--- src/sv/kaa_pkg.sv ---
package kaa_pkg;

    localparam int MAX_CLUSTERS = 128;
    localparam int MAX_DIMS     = 16;
    localparam int COORD_WIDTH  = 32;
    localparam int CW           = $clog2(MAX_CLUSTERS);
    localparam int DW           = $clog2(MAX_DIMS);
    localparam int AW           = CW + DW;
    localparam int KCW          = CW + 1;
    localparam int DCW          = DW + 1;

    typedef enum logic [1:0] {
        OP_WRITE  = 2'd0,
        OP_SITE   = 2'd1,
        OP_UPDATE = 2'd2,
        OP_READ   = 2'd3
    } op_t;

    localparam logic [1:0] KIND_LABEL  = 2'd0;
    localparam logic [1:0] KIND_READ   = 2'd1;
    localparam logic [1:0] KIND_UPDATE = 2'd2;

    localparam logic [0:0] CFG_NUM_CLUSTERS = 1'd0;
    localparam logic [0:0] CFG_DIMENSIONS   = 1'd1;

    typedef struct packed {
        logic [1:0]         operation;
        logic [6:0]         cluster_index;
        logic [3:0]         dim_index;
        logic signed [31:0] coord_value;
        logic               last_coord;
    } in_item_t;

    typedef struct packed {
        logic [1:0]         result_kind;
        logic [6:0]         cluster_label;
        logic [63:0]        min_distance;
        logic signed [31:0] centroid_value;
    } out_item_t;

    // divider request / reply
    typedef struct packed {
        logic               start;
        logic signed [63:0] dividend;
        logic [31:0]        divisor;
    } div_req_t;

    typedef struct packed {
        logic               done;
        logic signed [COORD_WIDTH-1:0] quotient;
    } div_rsp_t;

endpackage

--- src/sv/kaa_divider.sv ---
module kaa_divider (
    input  logic              clk,
    input  logic              rst_n,
    input  kaa_pkg::div_req_t req,
    output kaa_pkg::div_rsp_t rsp
);
    import kaa_pkg::*;

    logic [63:0] rem_reg, rem_next;
    logic [63:0] quo_reg, quo_next;
    logic [31:0] dvs_reg, dvs_next;
    logic        neg_reg, neg_next;
    logic [6:0]  cnt_reg, cnt_next;
    logic        busy_reg, busy_next;
    logic        done_reg, done_next;
    logic [64:0] trial;
    logic [63:0] shifted;
    logic [63:0] mag;
    logic signed [64:0] sq;
    logic signed [COORD_WIDTH-1:0] qsat;

    localparam logic signed [64:0] QHI = 65'sd2 ** (COORD_WIDTH - 1) - 65'sd1;
    localparam logic signed [64:0] QLO = -(65'sd2 ** (COORD_WIDTH - 1));

    always_comb
    begin
        rem_next  = rem_reg;
        quo_next  = quo_reg;
        dvs_next  = dvs_reg;
        neg_next  = neg_reg;
        cnt_next  = cnt_reg;
        busy_next = busy_reg;
        done_next = 1'b0;
        mag       = req.dividend[63] ? 64'(-req.dividend) : 64'(req.dividend);
        shifted   = {rem_reg[62:0], quo_reg[63]};
        trial     = {1'b0, shifted} - {33'd0, dvs_reg};
        if (req.start)
        begin
            rem_next  = '0;
            quo_next  = mag;
            dvs_next  = req.divisor;
            neg_next  = req.dividend[63];
            cnt_next  = '0;
            busy_next = 1'b1;
        end
        else if (busy_reg)
        begin
            // one quotient bit per cycle
            if (!trial[64])
            begin
                rem_next = trial[63:0];
                quo_next = {quo_reg[62:0], 1'b1};
            end
            else
            begin
                rem_next = shifted;
                quo_next = {quo_reg[62:0], 1'b0};
            end
            cnt_next = cnt_reg + 7'd1;
            if (cnt_reg == 7'd63)
            begin
                busy_next = 1'b0;
                done_next = 1'b1;
            end
        end
    end

    always_comb
    begin
        sq = neg_reg ? -$signed({1'b0, quo_reg}) : $signed({1'b0, quo_reg});
        if (sq > QHI)
            qsat = QHI[COORD_WIDTH-1:0];
        else if (sq < QLO)
            qsat = QLO[COORD_WIDTH-1:0];
        else
            qsat = sq[COORD_WIDTH-1:0];
        rsp.done     = done_reg;
        rsp.quotient = qsat;
    end

    always_ff @(posedge clk or negedge rst_n)
    begin
        if (!rst_n)
        begin
            busy_reg <= 1'b0;
            done_reg <= 1'b0;
            cnt_reg  <= '0;
        end
        else
        begin
            busy_reg <= busy_next;
            done_reg <= done_next;
            cnt_reg  <= cnt_next;
        end
    end

    always_ff @(posedge clk)
    begin
        rem_reg <= rem_next;
        quo_reg <= quo_next;
        dvs_reg <= dvs_next;
        neg_reg <= neg_next;
    end

endmodule
--- config.mk ---
export PLATFORM = sky130hd
export DESIGN_NAME = kaa_divider
export DESIGN_NICKNAME = d
export VERILOG_FILES = /design/src/sv/kaa_pkg.sv /design/src/sv/kaa_divider.sv
export SDC_FILE = /design/constraint.sdc
export NUM_CORES = 1
export LEC_CHECK = 0
export ABC_CLOCK_PERIOD_IN_PS = 9300
export BUFFER_PORTS_ARGS = -buffer_cell sky130_fd_sc_hd__buf_2
export CAP_MARGIN = 30
export CORE_UTILIZATION = 25
export CTS_BUF_LIST = sky130_fd_sc_hd__clkbuf_4 sky130_fd_sc_hd__clkbuf_8 sky130_fd_sc_hd__clkbuf_16
export DETAILED_ROUTE_END_ITERATION = 6
export RECOVER_POWER = 25
export SLEW_MARGIN = 40
export SYNTH_ARGS = -nofsm -noshare
export SYNTH_HDL_FRONTEND = slang
export SYNTH_SLANG_ARGS = --single-unit
--- constraint.sdc ---
create_clock -name clk -period 9.3 [get_ports clk]
set_input_delay 2.79 -clock clk [delete_from_list [all_inputs] [get_ports clk]]
set_output_delay 2.79 -clock clk [all_outputs]
set_load 0.005 [all_outputs]
# == After elaboration in Yosys (flattened, before gate mapping) ==
# Index checks and enable logic that the tools add are counted.
# classes
addsub,4
n_eq_ne,1
mux,16
order_cmp,2
reduce_logical,1
# ops
operator,count
$mux 64,3
$gt 65x32->1 const B,1
$lt 65x32->1 const B,1
$mux 65,1
$neg 64->65,1
$sub 64x32->65,1
$mux 32,2
$neg 64->64,1
$mux 63,1
$mux 7,2
$add 7x1->7 const B,1
$eq 7x6->1 const B,1
$mux 1,7
$reduce_bool 2->1,1
# totals
elab_cells,31
input_bits,99
out_inout_bits,33
ff_bits,169

# == Longest topological paths before layout ==
# logic_depth
ltp_word,5
depth_mapped,14
depth_no_buf,12

# == Least setup slack after synthesis ==
# No wires, ideal clock.
# synth_path
path_kind,register to output
from,reg quo_reg[37]
to,out rsp[11] (netlist name)
arrival_time_ps,3943
slack_ps,2567
required_ps,6510
stages_incl_launch_ff,13
path_buffers,3
cell_sequence,edfxtp_1 buf_6 or4_4 buf_6 or4_4 or4_4 o41ai_2 xnor2_1 nand4b_1 or4_1 o21a_1 buf_2 o21ai_2
# synth_lines
item,line_no,rtl
start: declaration,kaa_divider.sv:10,"logic [63:0] quo_reg, quo_next;"
start signal: assignment,kaa_divider.sv:100,quo_reg <= quo_next;
end: declaration,kaa_divider.sv:5,output kaa_pkg::div_rsp_t rsp

==> results.py <==
metrics = {
    "finish": {
        "synthToLayoutAreaGrowth_pct": 13.2,
        "drive_gt1_frac": 0.153,
        "multiInputGateArea_sq_um": 7990,
        "largest_register_ffs": 64,
        "seq_area_sq_um": 4400,
        "postLayoutCellArea_sq_um": 14800,
        "post-route-util": 0.287,
        "diodes": 0,
        "num-nets-final": 1737,
        "fillers": 5548,
    },
    "pwr": {
        "power.share.combinational": 0.441,
        "leakagePower_nw": 5.48,
        "p_sw_w": 0.00136,
        "p_seq_frac": 0.344,
        "p_int_w": 0.00197,
        "clockPowerShare": 0.216,
        "powerDensity_nw_per_um2": 225,
        "vdd_drop_max_mv": 0.133,
        "swShare": 0.408,
    },
    "logic_synthesis": {
        "synth_edf_count": 97,
        "synthTopCellsByCount": "169 x nor2_1, 121 x nand2_1, 100 x xor2_1",
        "synthFlopType": "edfxtp_1",
        "synth_cell_type_count": 83,
        "yosysTopAreaCell": "edfxtp_1",
        "syn_inst": 1548,
        "synth-seq-cells": 169,
        "synth_nets": 1683,
        "syn_avg_cell_area_sq_um": 8.44,
        "ys_seq_area_frac": 0.337,
        "synth_warnings": 0,
        "synthTopCellsByArea": "edfxtp_1 22%, dfxtp_1 9.7%, xor2_1 6.7%, nor2_1 4.9%, a21oi_1 3.8%",
        "syn_area_sq_um": 13100,
        "synth_top_area_share": 0.223,
        "synth.most_common_cell": "nor2_1",
        "synthArstFlopShare": 0.0533,
    },
    "grt": {
        "grt_use_total": 0.143,
        "antenna_found_initial": 0,
        "grt_pass1_vias": 11100,
        "grt-ovfl-total": 0,
        "grt_pass1_wl_um": 61200,
        "grt_max_degree": 100,
    },
    "clocking": {
        "clk_latency_ps": 470,
        "cts_inserted_buffers": 17,
        "cts.htree.levels": 4,
        "cts_buffer_depth": 2,
        "clkSinkCount": 169,
        "path_clk_slew_ps": 80,
        "post_cts_buffers": 0,
        "clock-root-buffer": "clkbuf_16",
        "cts_tree": "yes",
        "cts_hold_buf": 0,
        "cts_resized": 0,
    },
    "floorplanning": {
        "initial_utilization": 0.254,
        "die_w_um": 231,
        "core_sq_um": 51500,
        "dieArea_sq_um": 53200,
        "rows": 83,
        "num_io_pins": 132,
        "fp.dieH_um": 231,
    },
    "sta": {
        "slew_viol_final": 52,
        "worst_slack_ps": 1440,
        "setup_viol": 0,
        "tightest_slew_ps": 2800,
        "relSlewSlack": -0.865,
        "timing.fmax_ghz": 0.127,
        "finClkSkew_ps": 18.0,
        "setup_tns_ps": 0,
        "period_needed_ps": 7860,
        "fin_crit_sh": 0.845,
        "rsz0062_at_grt": "false",
        "hold_violations": 0,
    },
    "job": {
        "drv_cap": 1,
    },
    "status": {
        "status": "finished with violations",
        "violations": "max-capacitance violations, max-slew violations",
    },
    "drt": {
        "ant_nets": 0,
        "viasPerCell": 5.26,
        "num_vias": 12100,
        "drt-pass1-iter-count": 6,
        "drc": 0,
        "drt-initial-drc-count": 1017,
        "wl_per_cell_um": 16.8,
        "drt-total-wl_um": 38500,
    },
    "place": {
        "port_buffers": 131,
        "dp_hpwl_um": 28400,
        "placed_area_sq_um": 14200,
        "place_ws_ps": 1630,
        "gp_congestion": 0.903,
    },
    "worst_setup_path": {
        "rrSetupSlack_ps": 4640,
        "worstPathRequired_ps": 6510,
        "critPathMaxFanout": 31,
        "start_kind": "flip-flop",
        "critical_path_class": "flip-flop to output pin",
        "end_kind": "output pin",
        "crit_arrival_ps": 5070,
    },
    "hold_path": {
        "hp-class": "flip-flop to flip-flop",
    },
}
[worst max-delay path, stage by stage, from the launching register on]
cell and delay [ps]:
edfxtp_1 510, nor4_2 660, nand3_1 630, or4_1 860
nor4b_1 360, o211a_1 180, o21ai_0 120, nor4_1 390
a31o_4 560, o21ai_1 160, buf_2 170
[layer usage]
layer | share of wire | track usage
met1 | 0.46 | 0.188
met2 | 0.48 | 0.237
met3 | 0.043 | 0.0314
met4 | 0.014 | 0.0350
met5 | 0 | 0
[power by group through the flow]
| stage | clock network, W | logic, W | registers (W) |
|---|---|---|---|
| 2_1_floorplan | 0 | 0.00116 | 0.00108 |
| 3_3_place_gp | 0 | 0.00143 | 0.00115 |
| 3_5_place_dp | 0 | 0.00145 | 0.00115 |
| 4_1_cts | 0.000741 | 0.00146 | 0.00114 |
| 5_1_grt | 0.000772 | 0.00164 | 0.00117 |
| 6_report | 0.000717 | 0.00146 | 0.00114 |
[metrics by stage]
step           cells  power [W]  hold WS (ps)
2_1_floorplan   1548    0.00224           447
6_report        2295    0.00332           495
3_5_place_dp    2263    0.00260           489
5_1_grt         2295    0.00358           522
4_1_cts         2295    0.00334           503
3_3_place_gp    2262    0.00257           480
[final cells by class]
class                   instances  share of cell area
multi-input cells            1213               0.540
flip-flops and latches        169               0.298
well taps                     680              0.0575
repair buffers                142              0.0504
clock buffers                  21              0.0324
inverters                      59              0.0150
clock inverters                11             0.00652
[logic make-up (layout without fill, tap and decap cells)]
family | after synthesis | in the layout | share of synthesized area
AND/OR/NAND/NOR | 586 | 586 | 0.233
AO/OA/AOI/OAI | 433 | 433 | 0.235
flip-flops | 169 | 169 | 0.337
buffers and inverters | 166 | 233 | 0.0537
XOR/XNOR | 151 | 151 | 0.101
adder cells (fa/ha/maj) | 36 | 36 | 0.0351
multiplexers | 7 | 7 | 0.00556
[worst paths after layout]
check | start | to | cells past startpoint
hold / removal | rem_reg[22] | rem_reg[22] | 2
setup / recovery | quo_reg[17] | rsp[0] | 10
min in group asynchronous | rst_n | done_reg | 1
max in group asynchronous | rst_n | busy_reg | 1
setup reg to reg | quo_reg[63] | rem_reg[11] | 14
hold reg to reg | rem_reg[22] | rem_reg[22] | 2
[cells in the final DEF (no fill, tap or decap), drive strengths merged, types with 13 or more instances in the layout]
| cell type | n |
|---|---|
| clkbuf | 25 |
| or4 | 37 |
| xnor2 | 51 |
| a211oi | 19 |
| inv | 69 |
| nor2 | 169 |
| nor3 | 35 |
| nor4 | 34 |
| a21oi | 99 |
| o21ai | 97 |
| and3 | 13 |
| edfxtp | 97 |
| o41ai | 26 |
| nand2 | 121 |
| xor2 | 100 |
| or2 | 16 |
| nand4 | 24 |
| ha | 35 |
| a311oi | 46 |
| nand2b | 13 |
| o31ai | 43 |
| nand3 | 33 |
| buf | 138 |
| dfxtp | 63 |
| or3 | 47 |
No activity file was read; power rests on OpenSTA's default activity.
